==> src/design/trr_pkg.sv <==
// Shared types and constants of the triangle tile rasterizer.
package trr_pkg;

  localparam int unsigned VW    = 16;  // vertex coordinate width, signed 12.4
  localparam int unsigned CW    = 17;  // edge step coefficient width
  localparam int unsigned EW    = 40;  // edge value width
  localparam int unsigned PW    = 6;   // pixel coordinate width
  localparam int unsigned RW    = 7;   // clip register width
  localparam int unsigned NPROD = 14;  // products formed during setup

  localparam int unsigned IN_DW  = 6 * VW;
  localparam int unsigned OUT_DW = 24;

  // configuration register indexes
  localparam logic REG_CLIP_WIDTH  = 1'b0;
  localparam logic REG_CLIP_HEIGHT = 1'b1;

  // one set-up triangle, handed from setup to scan
  typedef struct packed {
    logic                     empty;
    logic [PW-1:0]            box_x0;
    logic [PW-1:0]            box_y0;
    logic [PW-1:0]            box_x1;
    logic [PW-1:0]            box_y1;
    logic [2:0][CW-1:0]       coef_a;
    logic [2:0][CW-1:0]       coef_b;
    logic [2:0][EW-1:0]       start;
  } trr_job_t;

  // round 12.4 to the nearest whole pixel, halves away from zero
  function automatic logic signed [12:0] round_12_4(input logic signed [VW-1:0] v);
    logic [VW:0] mag;
    logic [VW:0] r;
    mag = v[VW-1] ? (VW+1)'(-$signed({v[VW-1], v})) : {1'b0, v};
    r = (mag + (VW+1)'(8)) >> 4;
    return v[VW-1] ? -$signed(r[12:0]) : $signed(r[12:0]);
  endfunction

endpackage

==> src/design/trr_setup.sv <==
// Triangle setup: bounding box, clipping, edge start values and area.
module trr_setup #(
  parameter int TILE_DIM = 64
) (
  input  logic                         clk,
  input  logic                         rst_n,
  input  logic                         in_tvalid,
  output logic                         in_tready,
  input  logic [trr_pkg::IN_DW-1:0]    in_tdata,
  input  logic [trr_pkg::RW-1:0]       clip_width,
  input  logic [trr_pkg::RW-1:0]       clip_height,
  output logic                         job_valid,
  input  logic                         job_ready,
  output trr_pkg::trr_job_t            job
);
  import trr_pkg::*;

  localparam logic [RW-1:0] TILE_LIM = RW'(TILE_DIM);

  typedef enum logic [3:0] {
    S_IDLE = 4'b0001,
    S_BOX  = 4'b0010,
    S_MUL  = 4'b0100,
    S_PUSH = 4'b1000
  } state_t;

  state_t state_r, state_nxt;

  logic signed [VW-1:0] vx_r [3];
  logic signed [VW-1:0] vy_r [3];
  logic signed [CW-1:0] dx_r [3];
  logic signed [CW-1:0] dy_r [3];
  logic [PW-1:0] bx0_r, by0_r, bx1_r, by1_r;
  logic          box_empty_r;
  logic [3:0]    step_r;
  logic signed [35:0] prod_r;
  logic [1:0]    dest_r;
  logic          neg_r;
  logic          pvalid_r;
  logic signed [EW-1:0] acc_r [4];

  // box arithmetic
  logic signed [VW-1:0] minx, miny, maxx, maxy;
  logic signed [12:0]   rx0, ry0, rx1, ry1, cx0, cy0, cx1, cy1, limx, limy;
  logic [RW-1:0]        cwid, chgt;

  // multiplier operands
  logic signed [17:0] opa, opb;
  logic               neg_c;
  logic [1:0]         ei;
  logic [9:0]         px0, py0;

  function automatic logic signed [VW-1:0] min3(input logic signed [VW-1:0] a,
      input logic signed [VW-1:0] b, input logic signed [VW-1:0] c);
    logic signed [VW-1:0] m;
    m = (a < b) ? a : b;
    return (m < c) ? m : c;
  endfunction

  function automatic logic signed [VW-1:0] max3(input logic signed [VW-1:0] a,
      input logic signed [VW-1:0] b, input logic signed [VW-1:0] c);
    logic signed [VW-1:0] m;
    m = (a > b) ? a : b;
    return (m > c) ? m : c;
  endfunction

  always_comb begin
    minx = min3(vx_r[0], vx_r[1], vx_r[2]);
    miny = min3(vy_r[0], vy_r[1], vy_r[2]);
    maxx = max3(vx_r[0], vx_r[1], vx_r[2]);
    maxy = max3(vy_r[0], vy_r[1], vy_r[2]);
    rx0 = round_12_4(minx);
    ry0 = round_12_4(miny);
    rx1 = round_12_4(maxx);
    ry1 = round_12_4(maxy);
    cwid = (clip_width == '0) ? RW'(1) : ((clip_width > TILE_LIM) ? TILE_LIM : clip_width);
    chgt = (clip_height == '0) ? RW'(1) : ((clip_height > TILE_LIM) ? TILE_LIM : clip_height);
    limx = $signed({6'b0, RW'(cwid - RW'(1))});
    limy = $signed({6'b0, RW'(chgt - RW'(1))});
    cx0 = (rx0 < 0) ? 13'sd0 : rx0;
    cy0 = (ry0 < 0) ? 13'sd0 : ry0;
    cx1 = (rx1 > limx) ? limx : rx1;
    cy1 = (ry1 > limy) ? limy : ry1;
  end

  // pixel centers of the box corner, 12.4
  assign px0 = {bx0_r, 4'b1000};
  assign py0 = {by0_r, 4'b1000};

  // product schedule: four per edge, then two for the area
  always_comb begin
    ei    = step_r[3:2];
    opa   = '0;
    opb   = '0;
    neg_c = 1'b0;
    if (step_r[3:2] == 2'd3) begin
      if (step_r[1:0] == 2'd0) begin
        opa = 18'(dy_r[0]);
        opb = 18'(dx_r[2]);
      end else begin
        opa   = 18'(dx_r[0]);
        opb   = 18'(dy_r[2]);
        neg_c = 1'b1;
      end
    end else begin
      case (step_r[1:0])
        2'd0: begin
          opa = 18'(dy_r[ei]);
          opb = $signed({8'b0, px0});
        end
        2'd1: begin
          opa   = 18'(dx_r[ei]);
          opb   = $signed({8'b0, py0});
          neg_c = 1'b1;
        end
        2'd2: begin
          opa = 18'(vy_r[ei]);
          opb = 18'(dx_r[ei]);
        end
        default: begin
          opa   = 18'(vx_r[ei]);
          opb   = 18'(dy_r[ei]);
          neg_c = 1'b1;
        end
      endcase
    end
  end

  always_comb begin
    state_nxt = state_r;
    case (state_r)
      S_IDLE:  if (in_tvalid) state_nxt = S_BOX;
      S_BOX:   state_nxt = S_MUL;
      S_MUL:   if (step_r == 4'(NPROD)) state_nxt = S_PUSH;
      S_PUSH:  if (job_ready) state_nxt = S_IDLE;
      default: state_nxt = S_IDLE;
    endcase
  end

  always_ff @(posedge clk) begin
    if (!rst_n) begin
      state_r  <= S_IDLE;
      pvalid_r <= 1'b0;
      step_r   <= '0;
    end else begin
      state_r  <= state_nxt;
      pvalid_r <= (state_r == S_MUL) && (step_r < 4'(NPROD));
      if (state_r == S_BOX) begin
        step_r <= '0;
      end else if (state_r == S_MUL) begin
        step_r <= step_r + 4'd1;
      end
    end
  end

  always_ff @(posedge clk) begin
    if (state_r == S_IDLE && in_tvalid) begin
      for (int i = 0; i < 3; i++) begin
        vx_r[i] <= in_tdata[(2*i)*VW +: VW];
        vy_r[i] <= in_tdata[(2*i+1)*VW +: VW];
      end
    end
    if (state_r == S_BOX) begin
      for (int i = 0; i < 3; i++) begin
        dx_r[i] <= CW'(vx_r[(i+1)%3]) - CW'(vx_r[i]);
        dy_r[i] <= CW'(vy_r[(i+1)%3]) - CW'(vy_r[i]);
      end
      bx0_r       <= cx0[PW-1:0];
      by0_r       <= cy0[PW-1:0];
      bx1_r       <= cx1[PW-1:0];
      by1_r       <= cy1[PW-1:0];
      box_empty_r <= (cx0 > cx1) || (cy0 > cy1);
      for (int i = 0; i < 4; i++) acc_r[i] <= '0;
    end
    prod_r <= opa * opb;
    dest_r <= (step_r[3:2] == 2'd3) ? 2'd3 : ei;
    neg_r  <= neg_c;
    if (pvalid_r) begin
      acc_r[dest_r] <= neg_r ? acc_r[dest_r] - EW'(prod_r) : acc_r[dest_r] + EW'(prod_r);
    end
  end

  assign in_tready = (state_r == S_IDLE);
  assign job_valid = (state_r == S_PUSH);

  always_comb begin
    job.empty  = box_empty_r || (acc_r[3] == '0);
    job.box_x0 = bx0_r;
    job.box_y0 = by0_r;
    job.box_x1 = bx1_r;
    job.box_y1 = by1_r;
    for (int i = 0; i < 3; i++) begin
      job.coef_a[i] = dy_r[i];
      job.coef_b[i] = -dx_r[i];
      job.start[i]  = acc_r[i];
    end
  end

endmodule

==> src/design/trr_queue.sv <==
// Two-entry queue of set-up triangles between setup and scan.
module trr_queue (
  input  logic               clk,
  input  logic               rst_n,
  input  logic               push_valid,
  output logic               push_ready,
  input  trr_pkg::trr_job_t  push_job,
  output logic               pop_valid,
  input  logic               pop_ready,
  output trr_pkg::trr_job_t  pop_job
);
  import trr_pkg::*;

  localparam int unsigned DEPTH = 2;

  trr_job_t  mem_r [DEPTH];
  logic      wptr_r, rptr_r;
  logic [1:0] cnt_r;
  logic      do_push, do_pop;

  assign push_ready = (cnt_r != 2'(DEPTH));
  assign pop_valid  = (cnt_r != '0);
  assign pop_job    = mem_r[rptr_r];
  assign do_push    = push_valid && push_ready;
  assign do_pop     = pop_valid && pop_ready;

  always_ff @(posedge clk) begin
    if (!rst_n) begin
      wptr_r <= 1'b0;
      rptr_r <= 1'b0;
      cnt_r  <= '0;
    end else begin
      if (do_push) wptr_r <= ~wptr_r;
      if (do_pop)  rptr_r <= ~rptr_r;
      cnt_r <= cnt_r + 2'(do_push) - 2'(do_pop);
    end
  end

  always_ff @(posedge clk) begin
    if (do_push) mem_r[wptr_r] <= push_job;
  end

endmodule

==> src/design/trr_scan.sv <==
// Row scan: walks each pixel of the box and emits one span per row.
module trr_scan (
  input  logic                          clk,
  input  logic                          rst_n,
  input  logic                          job_valid,
  output logic                          job_ready,
  input  trr_pkg::trr_job_t             job,
  output logic                          out_tvalid,
  input  logic                          out_tready,
  output logic [trr_pkg::OUT_DW-1:0]    out_tdata,
  output logic                          out_tlast
);
  import trr_pkg::*;

  typedef enum logic [2:0] {
    S_IDLE = 3'b001,
    S_SCAN = 3'b010,
    S_EMIT = 3'b100
  } state_t;

  state_t state_r, state_nxt;

  logic signed [EW-1:0] stepx_r [3];
  logic signed [EW-1:0] stepy_r [3];
  logic signed [EW-1:0] rs_r [3];
  logic signed [EW-1:0] cur_r [3];
  logic [PW-1:0] x_r, y_r, bx0_r, bx1_r, by1_r;
  logic [PW-1:0] first_r, last_r;
  logic          found_r, empty_r;

  logic          out_valid_r, out_last_r, out_span_r;
  logic [PW-1:0] out_row_r, out_first_r, out_last_x_r;

  logic covered, all_ge, all_le, out_free, row_done, tri_done;

  always_comb begin
    all_ge = 1'b1;
    all_le = 1'b1;
    for (int i = 0; i < 3; i++) begin
      all_ge = all_ge && (cur_r[i] >= 0);
      all_le = all_le && (cur_r[i] <= 0);
    end
    covered = all_ge || all_le;
  end

  assign out_free  = !out_valid_r || out_tready;
  assign job_ready = (state_r == S_IDLE);
  assign row_done  = (x_r == bx1_r);
  assign tri_done  = empty_r || (y_r == by1_r);

  always_comb begin
    state_nxt = state_r;
    case (state_r)
      S_IDLE:  if (job_valid) state_nxt = job.empty ? S_EMIT : S_SCAN;
      S_SCAN:  if (row_done) state_nxt = S_EMIT;
      S_EMIT:  if (out_free) state_nxt = tri_done ? S_IDLE : S_SCAN;
      default: state_nxt = S_IDLE;
    endcase
  end

  always_ff @(posedge clk) begin
    if (!rst_n) begin
      state_r     <= S_IDLE;
      out_valid_r <= 1'b0;
    end else begin
      state_r <= state_nxt;
      if (state_r == S_EMIT && out_free) begin
        out_valid_r <= 1'b1;
      end else if (out_tready) begin
        out_valid_r <= 1'b0;
      end
    end
  end

  always_ff @(posedge clk) begin
    case (state_r)
      S_IDLE: begin
        if (job_valid) begin
          for (int i = 0; i < 3; i++) begin
            stepx_r[i] <= EW'($signed(job.coef_a[i])) <<< 4;
            stepy_r[i] <= EW'($signed(job.coef_b[i])) <<< 4;
            rs_r[i]    <= job.start[i];
            cur_r[i]   <= job.start[i];
          end
          x_r     <= job.box_x0;
          bx0_r   <= job.box_x0;
          bx1_r   <= job.box_x1;
          by1_r   <= job.box_y1;
          empty_r <= job.empty;
          y_r     <= job.empty ? '0 : job.box_y0;
          found_r <= 1'b0;
          first_r <= '0;
          last_r  <= '0;
        end
      end
      S_SCAN: begin
        if (covered) begin
          if (!found_r) first_r <= x_r;
          last_r  <= x_r;
          found_r <= 1'b1;
        end
        for (int i = 0; i < 3; i++) cur_r[i] <= cur_r[i] + stepx_r[i];
        if (!row_done) x_r <= x_r + PW'(1);
      end
      S_EMIT: begin
        if (out_free) begin
          out_row_r    <= y_r;
          out_first_r  <= first_r;
          out_last_x_r <= last_r;
          out_span_r   <= found_r;
          out_last_r   <= tri_done;
          // advance to the next row
          for (int i = 0; i < 3; i++) begin
            rs_r[i]  <= rs_r[i] + stepy_r[i];
            cur_r[i] <= rs_r[i] + stepy_r[i];
          end
          y_r     <= y_r + PW'(1);
          x_r     <= bx0_r;
          found_r <= 1'b0;
          first_r <= '0;
          last_r  <= '0;
        end
      end
      default: ;
    endcase
  end

  assign out_tvalid = out_valid_r;
  assign out_tlast  = out_last_r;
  assign out_tdata  = {5'b0, out_span_r, out_last_x_r, out_first_r, out_row_r};

endmodule

==> src/design/triangle_tile_rasterizer.sv <==
// Top level of the triangle tile rasterizer: configuration registers and the three stages.
//
// Each request on the input stream is one triangle (three vertices, signed 12.4). The
// block answers with one span per row of the triangle's pixel-rounded bounding box
// clipped to the clip_width x clip_height tile, top row first, tlast on the final row;
// a zero-area or fully clipped triangle gives a single empty span with tlast set. A
// setup stage runs the edge and area products of each triangle through one shared
// multiplier and hands the result to a two-entry queue. The scan stage then steps
// across each pixel of the clipped box width in turn and hands off one span at the end
// of each row, waiting while the output register holds a span not yet taken; setup of
// the next triangle overlaps with the scan of the current one. An output register
// decouples the scan from the result stream. Write the clip registers only while no
// triangle is in flight.
module triangle_tile_rasterizer #(
  parameter int TILE_DIM = 64
) (
  input  logic                          clk,
  input  logic                          rst_n,
  input  logic                          in_tvalid,
  output logic                          in_tready,
  // vertex0_x, vertex0_y, vertex1_x, vertex1_y, vertex2_x, vertex2_y (16 bits each)
  input  logic [trr_pkg::IN_DW-1:0]     in_tdata,
  output logic                          out_tvalid,
  input  logic                          out_tready,
  // row_index[5:0], span_first_x[11:6], span_last_x[17:12], span_valid[18], zero pad
  output logic [trr_pkg::OUT_DW-1:0]    out_tdata,
  output logic                          out_tlast,   // last_row
  input  logic                          cfg_wr_en,
  input  logic                          cfg_index,
  input  logic [trr_pkg::RW-1:0]        cfg_wdata
);
  import trr_pkg::*;

  logic [RW-1:0] clip_width_r, clip_height_r;
  logic          setup_valid, setup_ready, q_valid, q_ready;
  trr_job_t      setup_job, q_job;

  // clip registers reset to 64, the full tile for the default TILE_DIM
  always_ff @(posedge clk) begin
    if (!rst_n) begin
      clip_width_r  <= RW'(64);
      clip_height_r <= RW'(64);
    end else if (cfg_wr_en) begin
      case (cfg_index)
        REG_CLIP_WIDTH:  clip_width_r  <= cfg_wdata;
        REG_CLIP_HEIGHT: clip_height_r <= cfg_wdata;
        default: ;
      endcase
    end
  end

  trr_setup #(.TILE_DIM(TILE_DIM)) u_setup (
    .clk        (clk),
    .rst_n      (rst_n),
    .in_tvalid  (in_tvalid),
    .in_tready  (in_tready),
    .in_tdata   (in_tdata),
    .clip_width (clip_width_r),
    .clip_height(clip_height_r),
    .job_valid  (setup_valid),
    .job_ready  (setup_ready),
    .job        (setup_job)
  );

  trr_queue u_queue (
    .clk       (clk),
    .rst_n     (rst_n),
    .push_valid(setup_valid),
    .push_ready(setup_ready),
    .push_job  (setup_job),
    .pop_valid (q_valid),
    .pop_ready (q_ready),
    .pop_job   (q_job)
  );

  trr_scan u_scan (
    .clk       (clk),
    .rst_n     (rst_n),
    .job_valid (q_valid),
    .job_ready (q_ready),
    .job       (q_job),
    .out_tvalid(out_tvalid),
    .out_tready(out_tready),
    .out_tdata (out_tdata),
    .out_tlast (out_tlast)
  );

endmodule
==> config.mk <==
export PLATFORM = sky130hd
export DESIGN_NAME = triangle_tile_rasterizer
export DESIGN_NICKNAME = d
export VERILOG_FILES = /design/src/design/trr_pkg.sv /design/src/design/trr_setup.sv /design/src/design/trr_queue.sv /design/src/design/trr_scan.sv /design/src/design/triangle_tile_rasterizer.sv
export SDC_FILE = /design/constraint.sdc
export NUM_CORES = 2
export LEC_CHECK = 0
export BUFFER_PORTS_ARGS = -buffer_cell sky130_fd_sc_hd__clkbuf_2
export CORE_MARGIN = 2
export CORE_UTILIZATION = 25
export CTS_CLUSTER_SIZE = 8
export DETAILED_ROUTE_END_ITERATION = 6
export HOLD_SLACK_MARGIN = 0.03
export PLACE_DENSITY = 0.5
export SLEW_MARGIN = 20
export SYNTH_ARGS = -nofsm -noshare
export SYNTH_HDL_FRONTEND = slang
export SYNTH_SLANG_ARGS = --single-unit
==> constraint.sdc <==
create_clock -name clk -period 17.3 [get_ports clk]
set_input_delay 3.46 -clock clk [delete_from_list [all_inputs] [get_ports clk]]
set_output_delay 3.46 -clock clk [all_outputs]
set_load 0.02 [all_outputs]
==> impl_metrics.json <==
{
  "grt_overflow_total": 0,
  "synth_edf_count": 1283,
  "status": "complete, no violations",
  "dpl.hpwl_um": 228700,
  "synth_commonest_cells": "edfxtp_1, nor2_1, nand2_1",
  "grt_pass1_wl_um": 433200,
  "synth_top_family_by_area": "adder cells",
  "place_ws_ps": 4484,
  "tightest_slew_ps": 1172,
  "critPathLaunchType": "register",
  "synth.most_common_cell": "edfxtp_1",
  "syn_to_final_growth_pct": 13.55,
  "num_vias": 63760,
  "ys_seq_area_share_pct": 44.90,
  "root_buffer": "clkbuf_16",
  "cts_tree": "done",
  "ys.flop_type": "edfxtp_1",
  "die_y_um": 600.8,
  "required_ps": 17840,
  "synth_area_mm2": 0.08905,
  "dp_cells": 12840,
  "max_slew_margin_pct": 19.86,
  "ys_ff_latch": 1356,
  "fin_total_pwr_mw": 14.32,
  "period_needed_ps": 12840,
  "ir_worst_vdd_mv": 0.1016,
  "ios": 136,
  "tns_ps": 0,
  "grt_usage_pct": 15.98,
  "grt_max_degree": 79,
  "n_fill_cell": 36780,
  "crit_top_cell": "ha_1",
  "cpLargestDelayFamily": "compound AO/OA/AOI/OAI gates",
  "fin_nets": 9291,
  "yosysTopAreaCell": "edfxtp_1",
  "wl_um": 297200,
  "firstDrtPassIters": 6,
  "die_width_um": 600.8,
  "holdBufCountCts": 0,
  "ant_nets": 0,
  "hold_class": "reg -> reg",
  "critical_path_buf_inv_count": 2,
  "drtIter0Drc": 5198,
  "clk_pin_slew_ps": 50,
  "start_util_pct": 25.08,
  "setup_viol": 0,
  "netlist_instances": 8133,
  "synthDistinctLibCells": 113,
  "grt_pass1_vias": 63870,
  "vias_per_cell": 4.848,
  "synth_xor_area_share_pct": 4.906,
  "synthAdderAreaFrac_pct": 15.35,
  "finalMaxSlewViolations": 0,
  "drc": 0,
  "syn_avg_cell_area_um2": 10.95,
  "path_class": "reg -> reg",
  "cts_buffers": 200,
  "cts_sinks": 1356,
  "synth_top_cell_area_share_pct": 43.26,
  "htreeDepth": 4,
  "synth_top_cells_by_area": "edfxtp_1, ha_1, fa_1",
  "critPathCaptureType": "register",
  "ctsResizeCount": 0,
  "fin_crit_sh_pct": 74.21,
  "crit_path_max_fanout": 16,
  "powerDensity_mw_per_mm2": 141.6,
  "fin_util_pct": 28.47,
  "synth_warnings": 0,
  "post_cts_buffers": 0,
  "rows": 219,
  "die_area_mm2": 0.3610,
  "place_congestion": 0.9355,
  "clock_latency_ps": 860,
  "finalHoldViolCount": 0,
  "antenna_found_initial": 20,
  "synthMuxAreaShare_pct": 6.574,
  "io_buffers": 130,
  "coreArea_mm2": 0.3551,
  "routedWlPerCell_um": 22.60,
  "clock_tree.buffer_depth": 4,
  "maxCapViolations": 0,
  "setup_ws_ps": 4461,
  "p_leak_nw": 37.71,
  "ys_async_sr_fraction_pct": 0,
  "final_cells": 13150,
  "synth_compound_area_share_pct": 11.98,
  "yosys.area_share.simple_pct": 12.25,
  "timing.fmax_mhz": 77.89,
  "worstPathArrival_ps": 13380,
  "cpMaxStageDelayCell": "a221oi_2",
  "max_stage_delay_ps": 660,
  "skew_ps": 89.90,
  "rsz0062_at_grt": "false",
  "drive_gt1_share_pct": 9.943
}
worst register-to-register path, delay by kind of cell (launching register included):
family / cells / cell delay [ps]
AOI/OAI and AO/OA: 22 / 4950
and+or+nand+nor: 13 / 3680
adders and majority gates: 6 / 2040
xor gates and xnor gates: 3 / 650
DFF: 1 / 480
buffers and inverters: 2 / 450
muxes: 1 / 350
power breakdown:
| part | internal, mW | switching (mW) |
|---|---|---|
| Sequential | 4.23 | 0.367 |
| Clock | 2.14 | 1.45 |
| Combinational | 2.35 | 3.78 |
placed cells by master, fill, tap and decap left out, drive strengths merged, types with 133 or more instances in the layout:
master / netlist / layout
xor2: 174 / 174
nand3: 133 / 133
ha: 562 / 562
nor3: 148 / 148
inv: 639 / 642
edfxtp: 1283 / 1283
a21oi: 403 / 403
clkbuf: 227 / 417
fa: 331 / 331
mux2i: 266 / 266
a21o: 136 / 136
nor2: 703 / 703
o21ai: 421 / 421
mux2: 197 / 197
nand2: 676 / 676
xnor2: 318 / 318
kinds of logic (layout without fill, tap and decap cells):
family,after synthesis,after routing
fa+ha+maj,894,894
mux,503,503
compound gates,1628,1628
simple gates,2325,2325
other cells,1,17
xor+xnor,494,494
flops,1356,1356
buf+inv,932,1183
per-stage QoR:
step | hold WS, ps | area, um2
after floorplan | 400.3 | 89070
after global placement | 386.0 | 95480
after detailed placement | 380.2 | 95520
after CTS | 388.1 | 101100
after global routing | 401.3 | 101100
final | 395.4 | 101100
metal layers:
metal  vias to the layer above  share of wire, %  track usage, %
met2                      1807                47           26.29
met5                         -            0.0067               0
met1                     31820                45           21.48
li1                      29690                 -               -
met3                       438               4.8           2.063
met4                         4               3.8           5.687
final timing paths:
kind                      startpoint             endpoint  slack [ps]  cells after the start
setup reg to reg  u_setup.vx_r[0][1]  u_setup.box_empty_r        4460                     47
hold / removal     u_setup.step_r[3]    u_setup.dest_r[1]         400                      0
hold reg to reg    u_setup.step_r[3]    u_setup.dest_r[1]         400                      0
setup / recovery  u_setup.vx_r[0][1]  u_setup.box_empty_r        4460                     47
flip-flops by register name (all words and copies together), names as in the netlist, 7 cells and up, named ones only:
name / flops
u_queue.mem_r: 494
u_setup.acc_r: 160
u_scan.cur_r: 120
u_scan.rs_r: 120
u_scan.stepx_r: 51
u_scan.stepy_r: 51
u_setup.dx_r: 51
u_setup.dy_r: 51
u_setup.vx_r: 48
u_setup.vy_r: 48
u_setup.prod_r: 36
clip_height_r: 7
clip_width_r: 7
cell type report:
type                            instances  area [um2]  share of cell area (%)
Timing Repair Buffer                  242        1506                   1.490
Clock inverter                         14       148.9                  0.1472
Multi-Input combinational cell       5849       45680                   45.17
Clock buffer                          287        5394                   5.334
Tap cell                             4751        5944                   5.879
Antenna cell                           12       30.03                 0.02970
Sequential cell                      1356       40000                   39.56
Inverter                              640        2415                   2.388
Note: power is estimated with default switching activity, not from simulation.
